===== config.mk =====
export PLATFORM = sky130hd
export DESIGN_NAME = auto_gearbox_shift_and_torque
export DESIGN_NICKNAME = d
export VERILOG_FILES = /design/src/sv/agst_pkg.sv /design/src/sv/agst_div.sv /design/src/sv/auto_gearbox_shift_and_torque.sv
export SDC_FILE = /design/constraint.sdc
export NUM_CORES = 2
export LEC_CHECK = 0
export BUFFER_PORTS_ARGS = -buffer_cell sky130_fd_sc_hd__buf_2
export CORE_ASPECT_RATIO = 2
export CORE_MARGIN = 3
export CORE_UTILIZATION = 59
export DETAILED_ROUTE_END_ITERATION = 6
export GPL_TIMING_DRIVEN = 0
export PLACE_DENSITY = 0.78
export REMOVE_ABC_BUFFERS = 1
export SETUP_SLACK_MARGIN = 0.2
export SYNTH_ARGS = -nofsm -noshare
export SYNTH_HDL_FRONTEND = slang
export SYNTH_SLANG_ARGS = --single-unit
export TNS_END_PERCENT = 1

===== constraint.sdc =====
create_clock -name i_clk -period 11.1 [get_ports i_clk]
set_input_delay 2.775 -clock i_clk [delete_from_list [all_inputs] [get_ports i_clk]]
set_output_delay 2.775 -clock i_clk [all_outputs]
set_load 0.02 [all_outputs]

===== src/sv/agst_pkg.sv =====
// shared types, constants and gear tables for the automatic gearbox
// used by agst_div and auto_gearbox_shift_and_torque; no dependencies
package agst_pkg;

    // configuration register indexes
    localparam int CFG_IDX_W = 1;
    localparam int CFG_DATA_W = 15;
    localparam logic [CFG_IDX_W-1:0] REG_MAX_SPEED = 1'd0;
    localparam logic [CFG_IDX_W-1:0] REG_AUTO_MODE = 1'd1;

    // shared divider geometry (radix-4, two quotient bits per step)
    localparam int DIV_NUM_W = 48;
    localparam int DIV_DEN_W = 15;
    localparam int DIV_STEP_W = 5;

    // steps per division, sized from the largest dividend of each use
    localparam logic [DIV_STEP_W-1:0] STEPS_22B = 5'd11;
    localparam logic [DIV_STEP_W-1:0] STEPS_24B = 5'd12;
    localparam logic [DIV_STEP_W-1:0] STEPS_20B = 5'd10;
    localparam logic [DIV_STEP_W-1:0] STEPS_42B = 5'd21;
    localparam logic [DIV_STEP_W-1:0] STEPS_48B = 5'd24;

    localparam logic [DIV_DEN_W-1:0] DEN_PCT = 15'd100;
    localparam logic [DIV_DEN_W-1:0] DEN_SQ = 15'd10000;

    localparam logic [7:0] PCT_SCALE = 8'd100;
    localparam logic [7:0] LUG_GAIN = 8'd99;
    localparam logic [7:0] FALL_GAIN = 8'd45;

    localparam logic [16:0] ACCEL_OUT_MAX = 17'd104856;
    localparam logic [23:0] BAND_FULL = 24'd100;
    // band at or above this always saturates a nonzero base
    localparam logic [23:0] BAND_MAX = 24'hFFFFFF;
    // ratio at or above this always gives a band beyond BAND_MAX
    localparam logic [19:0] RATIO_MAX = 20'hFFFFF;
    localparam logic [19:0] RATIO_SMALL = 20'd99;

    localparam logic [2:0] GEAR_REV = 3'd0;
    localparam logic [2:0] GEAR_FIRST = 3'd1;
    localparam logic [2:0] GEAR_TOP = 3'd5;

    typedef enum logic [4:0] {
        ST_IDLE,
        ST_CHK,
        ST_UP_MUL,
        ST_UP_DIV,
        ST_DN_MUL,
        ST_DN_DIV,
        ST_TOP_MUL,
        ST_TOP_DIV,
        ST_BOT_MUL,
        ST_BOT_DIV,
        ST_BAND,
        ST_RAT_MUL,
        ST_RAT_DIV,
        ST_SQ_MUL,
        ST_SQ2_MUL,
        ST_SQ_DIV,
        ST_LIN_MUL,
        ST_LIN_DIV,
        ST_BASE_MUL,
        ST_BASE_DIV,
        ST_BB_MUL,
        ST_BB_DIV,
        ST_FIN
    } t_state;

    typedef struct packed {
        logic                  start;
        logic [DIV_STEP_W-1:0] steps;
        logic [DIV_NUM_W-1:0]  num;
        logic [DIV_DEN_W-1:0]  den;
    } t_div_req;

    typedef struct packed {
        logic                 busy;
        logic                 done;
        logic [DIV_NUM_W-1:0] quo;
    } t_div_rsp;

    // gear tables, indexed by gear 1..5
    function automatic logic [7:0] f_top_pct(input logic [2:0] g);
        logic [7:0] v;
        case (g)
            3'd1: v = 8'd22;
            3'd2: v = 8'd40;
            3'd3: v = 8'd60;
            3'd4: v = 8'd80;
            3'd5: v = 8'd100;
            default: v = 8'd0;
        endcase
        return v;
    endfunction

    function automatic logic [7:0] f_torque_pct(input logic [2:0] g);
        logic [7:0] v;
        case (g)
            3'd1: v = 8'd160;
            3'd2: v = 8'd130;
            3'd3: v = 8'd100;
            3'd4: v = 8'd75;
            3'd5: v = 8'd55;
            default: v = 8'd0;
        endcase
        return v;
    endfunction

    function automatic logic [7:0] f_up_pct(input logic [2:0] g);
        logic [7:0] v;
        case (g)
            3'd1: v = 8'd20;
            3'd2: v = 8'd38;
            3'd3: v = 8'd57;
            3'd4: v = 8'd76;
            3'd5: v = 8'd100;
            default: v = 8'd0;
        endcase
        return v;
    endfunction

    function automatic logic [7:0] f_down_pct(input logic [2:0] g);
        logic [7:0] v;
        case (g)
            3'd1: v = 8'd0;
            3'd2: v = 8'd8;
            3'd3: v = 8'd18;
            3'd4: v = 8'd35;
            3'd5: v = 8'd52;
            default: v = 8'd0;
        endcase
        return v;
    endfunction

endpackage


===== src/sv/agst_div.sv =====
// shared unsigned radix-4 divider, two quotient bits per cycle
// depends on agst_pkg for the request and response structs
module agst_div
    import agst_pkg::*;
(
    input  logic     i_clk,
    input  logic     i_rst_n,
    input  t_div_req i_req,
    output t_div_rsp o_rsp
);

    logic                  r_busy;
    logic                  r_done;
    logic [DIV_STEP_W-1:0] r_cnt;
    logic [DIV_DEN_W-1:0]  r_rem;
    logic [DIV_DEN_W-1:0]  r_den;
    logic [DIV_NUM_W-1:0]  r_num;
    logic [DIV_NUM_W-1:0]  r_quo;

    logic [1:0]             pair;
    logic [DIV_DEN_W+1:0]   part;
    logic [DIV_DEN_W+1:0]   d1;
    logic [DIV_DEN_W+1:0]   d2;
    logic [DIV_DEN_W+1:0]   d3;
    logic [1:0]             digit;
    logic [DIV_DEN_W+1:0]   rem_full;

    assign pair = r_num[{r_cnt, 1'b0} +: 2];
    assign part = {r_rem, pair};
    assign d1 = {2'b00, r_den};
    assign d2 = {1'b0, r_den, 1'b0};
    assign d3 = d1 + d2;

    always_comb begin
        if (part >= d3) begin
            digit = 2'd3;
            rem_full = part - d3;
        end else if (part >= d2) begin
            digit = 2'd2;
            rem_full = part - d2;
        end else if (part >= d1) begin
            digit = 2'd1;
            rem_full = part - d1;
        end else begin
            digit = 2'd0;
            rem_full = part;
        end
    end

    always_ff @(posedge i_clk) begin
        if (!i_rst_n) begin
            r_busy <= 1'b0;
            r_done <= 1'b0;
            r_cnt <= '0;
        end else if (i_req.start) begin
            r_busy <= 1'b1;
            r_done <= 1'b0;
            r_cnt <= i_req.steps - 5'd1;
        end else if (r_busy) begin
            r_cnt <= r_cnt - 5'd1;
            if (r_cnt == '0) begin
                r_busy <= 1'b0;
                r_done <= 1'b1;
            end
        end else begin
            r_done <= 1'b0;
        end
    end

    always_ff @(posedge i_clk) begin
        if (i_req.start) begin
            r_num <= i_req.num;
            r_den <= i_req.den;
            r_rem <= '0;
            r_quo <= '0;
        end else if (r_busy) begin
            r_rem <= rem_full[DIV_DEN_W-1:0];
            r_quo <= {r_quo[DIV_NUM_W-3:0], digit};
        end
    end

    assign o_rsp.busy = r_busy;
    assign o_rsp.done = r_done;
    assign o_rsp.quo = r_quo;

endmodule


===== src/sv/auto_gearbox_shift_and_torque.sv =====
// automatic gearbox: gear selection and torque scaling, one word per tick
// depends on agst_pkg and agst_div
//
// Usage
//   input channel (i_in_valid / o_in_ready) takes one word: speed, direction,
//   raw acceleration. output channel (o_out_valid / i_out_ready) returns one
//   word per input: gear, gear top speed, scaled acceleration.
//   configuration channel (i_cfg_valid / o_cfg_ready) writes max speed
//   (index 0) or auto mode (index 1); only taken while no word is in work.
// Sequencing
//   a word is worked on by a sequencer around one multiplier and one radix-4
//   divider (two quotient bits per cycle). a word in reverse or with zero max
//   speed needs no division; the upshift check, the downshift check and the
//   lugging penalty each add divisions. one word is in work at a time;
//   o_in_ready is high only between words.
// Reset
//   max speed 0, auto mode on, first gear, no result pending.
// Stall
//   the result sits in an output register; a new word is accepted while it
//   waits, and the sequencer holds its next result until the register frees.
module auto_gearbox_shift_and_torque
    import agst_pkg::*;
(
    input  logic                  i_clk,
    input  logic                  i_rst_n,
    input  logic                  i_in_valid,
    output logic                  o_in_ready,
    input  logic signed [15:0]    i_speed,
    input  logic signed [1:0]     i_direction,
    input  logic [15:0]           i_accel_in,
    output logic                  o_out_valid,
    input  logic                  i_out_ready,
    output logic [2:0]            o_gear,
    output logic [14:0]           o_gear_top_speed,
    output logic [16:0]           o_accel_out,
    input  logic                  i_cfg_valid,
    output logic                  o_cfg_ready,
    input  logic [CFG_IDX_W-1:0]  i_cfg_index,
    input  logic [CFG_DATA_W-1:0] i_cfg_data
);

    t_state r_state;
    t_state n_state;

    logic [14:0]        r_max_speed;
    logic               r_auto_mode;
    logic [2:0]         r_gear;
    logic signed [15:0] r_spd;
    logic [1:0]         r_dir;
    logic [15:0]        r_acc;
    logic [14:0]        r_top;
    logic [14:0]        r_bottom;
    logic [23:0]        r_band;
    logic [16:0]        r_base;
    logic [19:0]        r_m;
    logic [26:0]        r_m99;
    logic [16:0]        r_res_acc;

    logic               r_out_valid;
    logic [2:0]         r_out_gear;
    logic [14:0]        r_out_top;
    logic [16:0]        r_out_acc;

    logic [26:0] mul_a;
    logic [23:0] mul_b;
    logic [50:0] mul_p;
    t_div_req    div_req;
    t_div_rsp    div_rsp;

    logic        in_acc;
    logic        out_free;
    logic [14:0] quo15;
    logic        spd_ge_quo;
    logic        spd_le_quo;
    logic        spd_le_zero;
    logic        rev_entry;
    logic        held;
    logic        spd_lt_bot;
    logic [15:0] spd_mag;
    logic [15:0] pos_raw;
    logic [14:0] range_w;
    logic [14:0] pos;
    logic [16:0] final_acc;

    agst_div u_div (
        .i_clk   (i_clk),
        .i_rst_n (i_rst_n),
        .i_req   (div_req),
        .o_rsp   (div_rsp)
    );

    assign mul_p = mul_a * mul_b;

    assign in_acc = i_in_valid && o_in_ready;
    assign out_free = !r_out_valid || i_out_ready;
    assign o_in_ready = (r_state == ST_IDLE);
    assign o_cfg_ready = (r_state == ST_IDLE);

    assign quo15 = div_rsp.quo[14:0];
    assign spd_ge_quo = (r_spd >= $signed({1'b0, quo15}));
    assign spd_le_quo = (r_spd <= $signed({1'b0, quo15}));
    assign spd_le_zero = r_spd[15] || (r_spd == 16'sd0);
    assign rev_entry = r_spd[15] || (r_dir[1] && spd_le_zero);
    assign held = (r_max_speed == '0) || !r_auto_mode;
    assign spd_lt_bot = (r_spd < $signed({1'b0, r_bottom}));
    assign spd_mag = r_spd[15] ? (16'd0 - $unsigned(r_spd)) : $unsigned(r_spd);
    assign pos_raw = $unsigned(r_spd) - {1'b0, r_bottom};
    assign range_w = r_top - r_bottom;
    assign pos = (pos_raw[14:0] > range_w) ? range_w : pos_raw[14:0];

    always_comb begin
        if (div_rsp.quo == '0) begin
            final_acc = 17'd1;
        end else if (div_rsp.quo > DIV_NUM_W'(ACCEL_OUT_MAX)) begin
            final_acc = ACCEL_OUT_MAX;
        end else begin
            final_acc = div_rsp.quo[16:0];
        end
    end

    // next state
    always_comb begin
        n_state = r_state;
        case (r_state)
            ST_IDLE: begin
                if (in_acc) n_state = ST_CHK;
            end
            ST_CHK: begin
                if (held || rev_entry || r_gear == GEAR_REV) begin
                    n_state = ST_TOP_MUL;
                end else if (r_dir == 2'b01 && r_gear < GEAR_TOP) begin
                    n_state = ST_UP_MUL;
                end else if (r_gear > GEAR_FIRST) begin
                    n_state = ST_DN_MUL;
                end else begin
                    n_state = ST_TOP_MUL;
                end
            end
            ST_UP_MUL: n_state = ST_UP_DIV;
            ST_UP_DIV: begin
                if (div_rsp.done) begin
                    n_state = (spd_ge_quo || r_gear > GEAR_FIRST) ? ST_DN_MUL : ST_TOP_MUL;
                end
            end
            ST_DN_MUL: n_state = ST_DN_DIV;
            ST_DN_DIV: begin
                if (div_rsp.done) n_state = ST_TOP_MUL;
            end
            ST_TOP_MUL: begin
                if (r_gear == GEAR_REV || r_max_speed == '0) begin
                    n_state = ST_FIN;
                end else begin
                    n_state = ST_TOP_DIV;
                end
            end
            ST_TOP_DIV: begin
                if (div_rsp.done) begin
                    n_state = (r_gear > GEAR_FIRST) ? ST_BOT_MUL : ST_BAND;
                end
            end
            ST_BOT_MUL: n_state = ST_BOT_DIV;
            ST_BOT_DIV: begin
                if (div_rsp.done) n_state = ST_BAND;
            end
            ST_BAND: begin
                if (spd_lt_bot) begin
                    n_state = (r_bottom != '0) ? ST_RAT_MUL : ST_BASE_MUL;
                end else begin
                    n_state = (range_w != '0) ? ST_LIN_MUL : ST_BASE_MUL;
                end
            end
            ST_RAT_MUL: n_state = ST_RAT_DIV;
            ST_RAT_DIV: begin
                if (div_rsp.done) n_state = ST_SQ_MUL;
            end
            ST_SQ_MUL:  n_state = ST_SQ2_MUL;
            ST_SQ2_MUL: n_state = ST_SQ_DIV;
            ST_SQ_DIV: begin
                if (div_rsp.done) n_state = ST_BASE_MUL;
            end
            ST_LIN_MUL: n_state = ST_LIN_DIV;
            ST_LIN_DIV: begin
                if (div_rsp.done) n_state = ST_BASE_MUL;
            end
            ST_BASE_MUL: n_state = ST_BASE_DIV;
            ST_BASE_DIV: begin
                if (div_rsp.done) n_state = ST_BB_MUL;
            end
            ST_BB_MUL: n_state = ST_BB_DIV;
            ST_BB_DIV: begin
                if (div_rsp.done) n_state = ST_FIN;
            end
            ST_FIN: begin
                if (out_free) n_state = ST_IDLE;
            end
            default: n_state = ST_IDLE;
        endcase
    end

    // multiplier operands and divider requests
    always_comb begin
        mul_a = '0;
        mul_b = '0;
        div_req = '0;
        div_req.num = mul_p[DIV_NUM_W-1:0];
        case (r_state)
            ST_UP_MUL: begin
                mul_a = {12'd0, r_max_speed};
                mul_b = {16'd0, f_up_pct(r_gear)};
                div_req.start = 1'b1;
                div_req.den = DEN_PCT;
                div_req.steps = STEPS_22B;
            end
            ST_DN_MUL: begin
                mul_a = {12'd0, r_max_speed};
                mul_b = {16'd0, f_down_pct(r_gear)};
                div_req.start = 1'b1;
                div_req.den = DEN_PCT;
                div_req.steps = STEPS_22B;
            end
            ST_TOP_MUL: begin
                mul_a = {12'd0, r_max_speed};
                mul_b = {16'd0, f_top_pct(r_gear)};
                div_req.start = (r_gear != GEAR_REV) && (r_max_speed != '0);
                div_req.den = DEN_PCT;
                div_req.steps = STEPS_22B;
            end
            ST_BOT_MUL: begin
                mul_a = {12'd0, r_max_speed};
                mul_b = {16'd0, f_top_pct(r_gear - 3'd1)};
                div_req.start = 1'b1;
                div_req.den = DEN_PCT;
                div_req.steps = STEPS_22B;
            end
            ST_RAT_MUL: begin
                // magnitude only: the ratio is squared afterwards
                mul_a = {11'd0, spd_mag};
                mul_b = {16'd0, PCT_SCALE};
                div_req.start = 1'b1;
                div_req.den = r_bottom;
                div_req.steps = STEPS_22B;
            end
            ST_SQ_MUL: begin
                mul_a = {7'd0, r_m};
                mul_b = {16'd0, LUG_GAIN};
            end
            ST_SQ2_MUL: begin
                mul_a = r_m99;
                mul_b = {4'd0, r_m};
                div_req.start = 1'b1;
                div_req.den = DEN_SQ;
                div_req.steps = (r_m <= RATIO_SMALL) ? STEPS_20B : STEPS_48B;
            end
            ST_LIN_MUL: begin
                mul_a = {12'd0, pos};
                mul_b = {16'd0, FALL_GAIN};
                div_req.start = 1'b1;
                div_req.den = range_w;
                div_req.steps = STEPS_22B;
            end
            ST_BASE_MUL: begin
                mul_a = {11'd0, r_acc};
                mul_b = {16'd0, f_torque_pct(r_gear)};
                div_req.start = 1'b1;
                div_req.den = DEN_PCT;
                div_req.steps = STEPS_24B;
            end
            ST_BB_MUL: begin
                mul_a = {10'd0, r_base};
                mul_b = r_band;
                div_req.start = 1'b1;
                div_req.den = DEN_PCT;
                div_req.steps = (r_band <= BAND_FULL) ? STEPS_24B : STEPS_42B;
            end
            default: begin
                mul_a = '0;
            end
        endcase
    end

    // control: state, configuration, gear, output valid
    always_ff @(posedge i_clk) begin
        if (!i_rst_n) begin
            r_state <= ST_IDLE;
            r_max_speed <= '0;
            r_auto_mode <= 1'b1;
            r_gear <= GEAR_FIRST;
            r_out_valid <= 1'b0;
        end else begin
            r_state <= n_state;
            if (i_cfg_valid && o_cfg_ready) begin
                case (i_cfg_index)
                    REG_MAX_SPEED: r_max_speed <= i_cfg_data;
                    REG_AUTO_MODE: r_auto_mode <= i_cfg_data[0];
                    default: r_auto_mode <= r_auto_mode;
                endcase
            end
            case (r_state)
                ST_CHK: begin
                    if (!held) begin
                        if (rev_entry) begin
                            r_gear <= GEAR_REV;
                        end else if (r_gear == GEAR_REV && !r_dir[1]) begin
                            r_gear <= GEAR_FIRST;
                        end
                    end
                end
                ST_UP_DIV: begin
                    if (div_rsp.done && spd_ge_quo) r_gear <= r_gear + 3'd1;
                end
                ST_DN_DIV: begin
                    if (div_rsp.done && spd_le_quo) r_gear <= r_gear - 3'd1;
                end
                default: r_gear <= r_gear;
            endcase
            if (r_state == ST_FIN && out_free) begin
                r_out_valid <= 1'b1;
            end else if (i_out_ready) begin
                r_out_valid <= 1'b0;
            end
        end
    end

    // datapath
    always_ff @(posedge i_clk) begin
        if (in_acc) begin
            r_spd <= i_speed;
            r_dir <= i_direction;
            r_acc <= i_accel_in;
        end
        case (r_state)
            ST_TOP_MUL: begin
                r_top <= r_max_speed;
                r_res_acc <= {1'b0, r_acc};
            end
            ST_TOP_DIV: begin
                if (div_rsp.done) begin
                    r_top <= quo15;
                    r_bottom <= '0;
                end
            end
            ST_BOT_DIV: begin
                if (div_rsp.done) r_bottom <= quo15;
            end
            ST_BAND: begin
                r_band <= BAND_FULL;
            end
            ST_RAT_DIV: begin
                if (div_rsp.done) begin
                    r_m <= (|div_rsp.quo[DIV_NUM_W-1:20]) ? RATIO_MAX : div_rsp.quo[19:0];
                end
            end
            ST_SQ_MUL: begin
                r_m99 <= mul_p[26:0];
            end
            ST_SQ_DIV: begin
                if (div_rsp.done) begin
                    if (div_rsp.quo >= DIV_NUM_W'(BAND_MAX)) begin
                        r_band <= BAND_MAX;
                    end else begin
                        r_band <= div_rsp.quo[23:0] + 24'd1;
                    end
                end
            end
            ST_LIN_DIV: begin
                if (div_rsp.done) r_band <= BAND_FULL - div_rsp.quo[23:0];
            end
            ST_BASE_DIV: begin
                if (div_rsp.done) r_base <= div_rsp.quo[16:0];
            end
            ST_BB_DIV: begin
                if (div_rsp.done) r_res_acc <= final_acc;
            end
            ST_FIN: begin
                if (out_free) begin
                    r_out_gear <= r_gear;
                    r_out_top <= r_top;
                    r_out_acc <= r_res_acc;
                end
            end
            default: r_base <= r_base;
        endcase
    end

    assign o_out_valid = r_out_valid;
    assign o_gear = r_out_gear;
    assign o_gear_top_speed = r_out_top;
    assign o_accel_out = r_out_acc;

    a_gear_range: assert property (@(posedge i_clk) disable iff (!i_rst_n)
        r_gear <= GEAR_TOP)
        else $error("gear out of range");

    a_div_idle: assert property (@(posedge i_clk) disable iff (!i_rst_n)
        (r_state == ST_IDLE) |-> !div_rsp.busy)
        else $error("divider busy while between words");

    a_done_in_div: assert property (@(posedge i_clk) disable iff (!i_rst_n)
        div_rsp.done |-> (r_state == ST_UP_DIV || r_state == ST_DN_DIV ||
                          r_state == ST_TOP_DIV || r_state == ST_BOT_DIV ||
                          r_state == ST_RAT_DIV || r_state == ST_SQ_DIV ||
                          r_state == ST_LIN_DIV || r_state == ST_BASE_DIV ||
                          r_state == ST_BB_DIV))
        else $error("quotient arrived outside a division wait");

    a_manual_hold: assert property (@(posedge i_clk) disable iff (!i_rst_n)
        (r_state == ST_CHK && held) |=> $stable(r_gear))
        else $error("gear moved while shifting is disabled");

    a_acc_max: assert property (@(posedge i_clk) disable iff (!i_rst_n)
        o_out_valid |-> (o_accel_out <= ACCEL_OUT_MAX))
        else $error("scaled acceleration above limit");

endmodule


# --- Word-level counts from Yosys, hierarchy flattened ---
# Index checks and enable logic that the tools add are counted.
word_totals:
  word_cells: 223
  ff_bits: 362
  input_bits: 55
op_classes:
  eq_ne: 49
  n_lt_le_gt_ge: 13
  mul: 1
  muxes: 64
  reduce_logical: 54
  n_shift: 1
  n_bitwise: 3
  addsub: 13
ops:
  columns: ["cell", "count"]
  rows:
  - ["$pmux 24 s10", 1]
  - ["$pmux 27 s7", 1]
  - ["$pmux 5 s22", 1]
  - ["$pmux 7 s5", 3]
  - ["$mux 15", 6]
  - ["$mux 5", 17]
  - ["$sub 15x15->15", 5]
  - ["$mux 24", 3]
  - ["$pmux 24 s3", 1]
  - ["$pmux 15 s2", 2]
  - ["$pmux 15 s4", 1]
  - ["$mux 17", 3]
  - ["$ge 48x24->1 const B", 1]
  - ["$gt 48x17->1 const B", 1]
  - ["$logic_not 48->1", 1]
  - ["$mul 27x24->48", 1]
  - ["$shiftx 48x7->2", 1]
  - ["$reduce_bool 15->1", 3]
  - ["$eq 5x4->1 const B", 8]
  - ["$pmux 8 s5", 1]
  - ["$eq 5x5->1 const B", 7]
  - ["$pmux 17 s2", 1]
  - ["$pmux 6 s5", 1]
  - ["$reduce_or 28->1", 1]
  - ["53 further kinds", 127]

# --- Logic depth before layout (Yosys ltp) ---
depth:
  ltp_word: 8
  depth_mapped: 45
  mapped_depth_nobuf: 44

# --- Hierarchy ---
# From an unflattened synthesis, not the netlist that was laid out.
unflattened:
  hier_cells: 4690
  area_unflattened_um2: 42618.4
modules_own_cells:
  columns: ["module", "area_each_um2", "instances", "cells_per_inst"]
  rows:
  - ["auto_gearbox_shift_and_torque", 34448.0, 1, 3884]
  - ["agst_div", 8170.3, 1, 806]

# --- Worst setup path after synthesis ---
# Ideal clock, no wire load.
synth_path:
  kind: "register to register"
  startpoint: "reg r_bottom[1]"
  endpoint: "reg u_div.r_num[34] (data pin)"
  required_time_ns: 10.840
  setup_slack_ns: 0.613
  path_buffers: 1
  stages_incl_launch_ff: 45
  arrival_ns: 10.227
  cell_sequence: "edfxtp_1 -> inv_1 -> ha_1 -> nor2b_1 -> o31a_1 -> o21a_1 -> nor2_1 -> xnor2_1 -> inv_1 -> ha_1 -> a21o_1 -> a21o_1 -> a211o_1 -> a21o_1 -> o2111a_1 -> o311ai_1 -> a211oi_4 -> buf_6 -> [9 not listed] -> inv_1 -> fa_1 -> inv_1 -> fa_1 -> inv_1 -> fa_1 -> inv_1 -> ha_1 -> o21ai_0 -> a21oi_1 -> o211a_1 -> a311oi_1 -> a21oi_1 -> or3b_1 -> a31oi_1 -> o21ai_1 -> a221o_1 -> xor2_1"
synth_rtl:
  columns: ["element", "line_no", "source"]
  rows:
  - ["start, declared", "auto_gearbox_shift_and_torque.sv:52", "logic [14:0] r_bottom;"]
  - ["start signal, assigned", "auto_gearbox_shift_and_torque.sv:343", "if (div_rsp.done) r_bottom <= quo15;"]
  - ["end signal, assigned", "agst_div.sv:72", "r_num <= i_req.num;"]
  - ["end, declared", "agst_div.sv:17", "logic [DIV_NUM_W-1:0] r_num;"]

==> summary.md <==
| Metric | Value |
|---|---|
| Post-synth EDFFs | 267 |
| Crit path largest cell delay | 0.60 ns |
| Max stage delay cell, worst path | xor2_1 |
| Critical Path Most Common Cell | fa_1 |
| Slew Viols, Final | 0 |
| Crit path DAT | 11.38 ns |
| Worst setup SP type | flip-flop |
| Final hold slack | 0.4139 ns |
| IO Count | 93 |
| Status | finished with violations |
| Initial Utilization | 59.97% |
| Layout net count | 5499 |
| Clk buf depth | 3 |
| # H-tree levels | 2 |
| CTS Root Cell | clkbuf_16 |
| # setup viols final | 0 |
| Cell Area, Placed | 0.04345 mm² |
| Hold Path Class | flip-flop to flip-flop |
| XOR/XNOR share of the synthesized area | 2.750% |
| Die H | 383.5 µm |
| P_leak | 20.60 nW |
| Synth Register Bits | 362 |
| Adder-Cell Fraction of Synth Area | 34.78% |
| Core Area | 0.07011 mm² |
| Finished Cell Area | 0.04593 mm² |
| Crit path max-delay family | adder cells |
| Hold Vio Cnt, Final | 0 |
| CTS tree | built |
| Compound-Gate Fraction of Synth Area | 12.40% |
| Max_cap viols | 2 |
| Reg2reg start | r_top[1] |
| Sequential share of the synthesized area | 23.59% |
| RSZ-0062 raised after global routing | true |
| Final estimated routing congestion in global placement | 1.053 |
| Setup CP Type | flip-flop to flip-flop |
| Max-slew headroom | 0.5969% |
| Routed len/inst | 25.65 µm |
| Cts bufs inserted | 37 |
| PortBufs | 92 |
| Global route overflow | 0 |
| Ys async rst share | 0% |
| Clk_skew | 0.05224 ns |
| Final ANT Viol Nets | 0 |
| Layout area overhead | 9.247% |
| FMAX | 90.66 MHz |
| Initial drt markers | 3251 |
| Largest family of logic cells by synthesized area | adder cells |
| First-pass GRT wire length | 215900 µm |
| CTS sink cnt | 362 |
| Tot GR Track Use | 38.33% |
| Largest net degree at the start of global routing | 71 |
| Final period util | 99.37% |
| Synth Area per Inst | 9.189 µm² |
| P per Cell Area | 174.6 mW/mm² |
| Initial antenna violation count | 4 |
| Hold wc startpoint | r_res_acc[15] |
| Failing checks | design-rule violations, max-capacitance violations |
| Post-detail-place hpwl | 110700 µm |
| Crit-path max FO | 6 |
| Hold buffers post-CTS | 0 |
| Post-synthesis mux area share | 3.155% |
| Synthesized area | 0.04204 mm² |
| Fin crit period | 11.03 ns |
| Clock-pin slew on the worst setup and hold paths | 0.08 ns |
| Crit. Startpoint | r_top[1] |
| Setup TNS | 0 ns |
| Ys Warns | 0 |
| Average vias per placed instance | 6.426 |
| Max IR drop VDD | 228.8 µV |
| Final WL | 142100 µm |
| Vias in the first global route | 37900 |
| Syn Inst Count | 4575 |
| Synth Area in Simple Gates | 14.44% |
| Most used flip-flop cell after synthesis | edfxtp_1 |
| Cell variety after synth | 88 |
| Die Area | 0.07469 mm² |
| # DRC | 1 |
| Worst setup margin | 0.06973 ns |
| CP bufs+invs | 14 |
| Setup WS pre-CTS | -2.713 ns |
| Total Power | 8.021 mW |
| First-pass DRT Iterations | 7 |
| Worst-Margin Slew | 1.472 ns |
| Clk_lat worst skew | 0.60 ns |
| Row cnt | 137 |
| Critical Path RT | 11.45 ns |
| Crit. End Element | flip-flop |
| Die W | 194.8 µm |
| Share of layout cells above drive strength 1 | 9.252% |
| DR vias | 35620 |
-- area by class of cell --
| cell class | count | area (µm²) |
|---|---|---|
| Fill cell | 5646 | 24180 |
| Tap cell | 903 | 1130 |
| Clock buffer | 47 | 1016 |
| Sequential cell | 362 | 9923 |
| Inverter | 763 | 2869 |
| Clock inverter | 21 | 212.7 |
| Antenna cell | 2 | 5.005 |
| Multi-Input combinational cell | 3262 | 29310 |
| Timing Repair Buffer | 182 | 1464 |
-- sequential cells by signal (all words and copies together), names as in the netlist, 5 cells and up --
name,count
r_acc,16
r_spd,16
r_m,20
r_max_speed,15
o_accel_out,17
o_gear_top_speed,15
u_div.r_quo,48
r_bottom,15
u_div.r_num,48
u_div.r_cnt,5
r_band,24
r_base,17
u_div.r_den,15
r_top,15
r_state,5
r_res_acc,17
r_m99,27
u_div.r_rem,15
-- final timing paths --
kind | slack, ns | cells after the start | to
setup reg to reg | 0.07 | 43 | u_div.r_num[34]
hold reg to reg | 0.41 | 0 | o_accel_out[15]
hold / removal | 0.41 | 0 | o_accel_out[15]
setup / recovery | 0.07 | 43 | u_div.r_num[34]
-- placed cells by master (no fill, tap or decap), types with 40 or more instances in the layout --
cell / netlist / final
dfxtp_1: 95 / 94
nor3_1: 94 / 85
a21oi_1: 199 / 190
a21o_1: 59 / 59
nand2_1: 635 / 632
xor2_1: 40 / 40
inv_1: 761 / 748
nand3_1: 53 / 51
o21ai_0: 117 / 111
xnor2_1: 92 / 82
buf_4: 3 / 49
mux2i_1: 74 / 62
nor2_1: 338 / 333
edfxtp_1: 267 / 267
and2_1: 51 / 51
ha_1: 284 / 267
fa_1: 552 / 550
buf_2: 6 / 92
-- power breakdown --
| group | leakage [nW] | internal, mW | switching [mW] |
|---|---|---|---|
| clock | 0.598 | 0.711 | 0.604 |
| combinational | 16.8 | 1.75 | 2.82 |
| sequential | 3.21 | 1.77 | 0.366 |
-- routing by layer --
layer / track usage [%] / part of all wire [%]
met1: 36.00 / 28
met2: 68.01 / 50
met3: 6.906 / 7.6
met4: 38.31 / 14
met5: 0 / 0
-- synthesized netlist by cell type, types with 9 or more instances --
| cell type | n | area, µm² |
|---|---|---|
| nor2b_1 | 27 | 168.9 |
| nor2_1 | 338 | 1269 |
| buf_1 | 16 | 60.06 |
| nor4_1 | 27 | 168.9 |
| o22ai_1 | 13 | 81.33 |
| and3_1 | 29 | 181.4 |
| nand3_1 | 53 | 265.3 |
| nand4_1 | 26 | 162.7 |
| a22o_1 | 32 | 280.3 |
| a21boi_0 | 24 | 180.2 |
| inv_1 | 761 | 2856 |
| a221o_1 | 12 | 120.1 |
| dfxtp_1 | 95 | 1902 |
| fa_1 | 552 | 11050 |
| and2_1 | 51 | 319.1 |
| xor2_1 | 40 | 350.3 |
| xnor2_1 | 92 | 805.8 |
| o2111ai_1 | 9 | 78.83 |
| mux4_2 | 14 | 315.3 |
| nor3_1 | 94 | 470.5 |
| nand2b_1 | 23 | 143.9 |
| a221oi_1 | 17 | 148.9 |
| o21ai_0 | 117 | 585.6 |
| ha_1 | 284 | 3553 |
| nand2_1 | 635 | 2384 |
| a22oi_1 | 38 | 285.3 |
| mux2_2 | 24 | 270.3 |
| or3_1 | 21 | 131.4 |
| clkbuf_1 | 193 | 724.4 |
| o21a_1 | 34 | 255.2 |
| edfxtp_1 | 267 | 8018 |
| o21bai_1 | 24 | 180.2 |
| o211ai_1 | 28 | 210.2 |
| a31oi_1 | 22 | 137.6 |
| a211o_1 | 14 | 122.6 |
| a21o_1 | 59 | 442.9 |
| a21oi_1 | 199 | 996.0 |
| mux2i_1 | 74 | 740.7 |
| a211oi_1 | 26 | 195.2 |
| or2_2 | 13 | 81.33 |
| or4_1 | 11 | 82.58 |
-- cell families after synthesis --
kind of cell	after synthesis
compound gates	770
xor+xnor	132
fa+ha+maj	838
buf+inv	983
flops	362
mux	112
other cells	2
simple gates	1376
-- through the flow --
step | std cells | utilization, %
2_1_floorplan | 4387 | -
6_report | 5542 | 65.51
3_5_place_dp | 5416 | 61.97
5_1_grt | 5540 | 65.50
3_3_place_gp | 5382 | 61.18
4_1_cts | 5526 | 64.96
-- repair_timing --
item,CTS,global route
resized for setup,90,54
setup endpoints to repair,47,30
pin swaps,35,45
buffers inserted,42,13
Note: power is estimated with default switching activity, not from simulation.
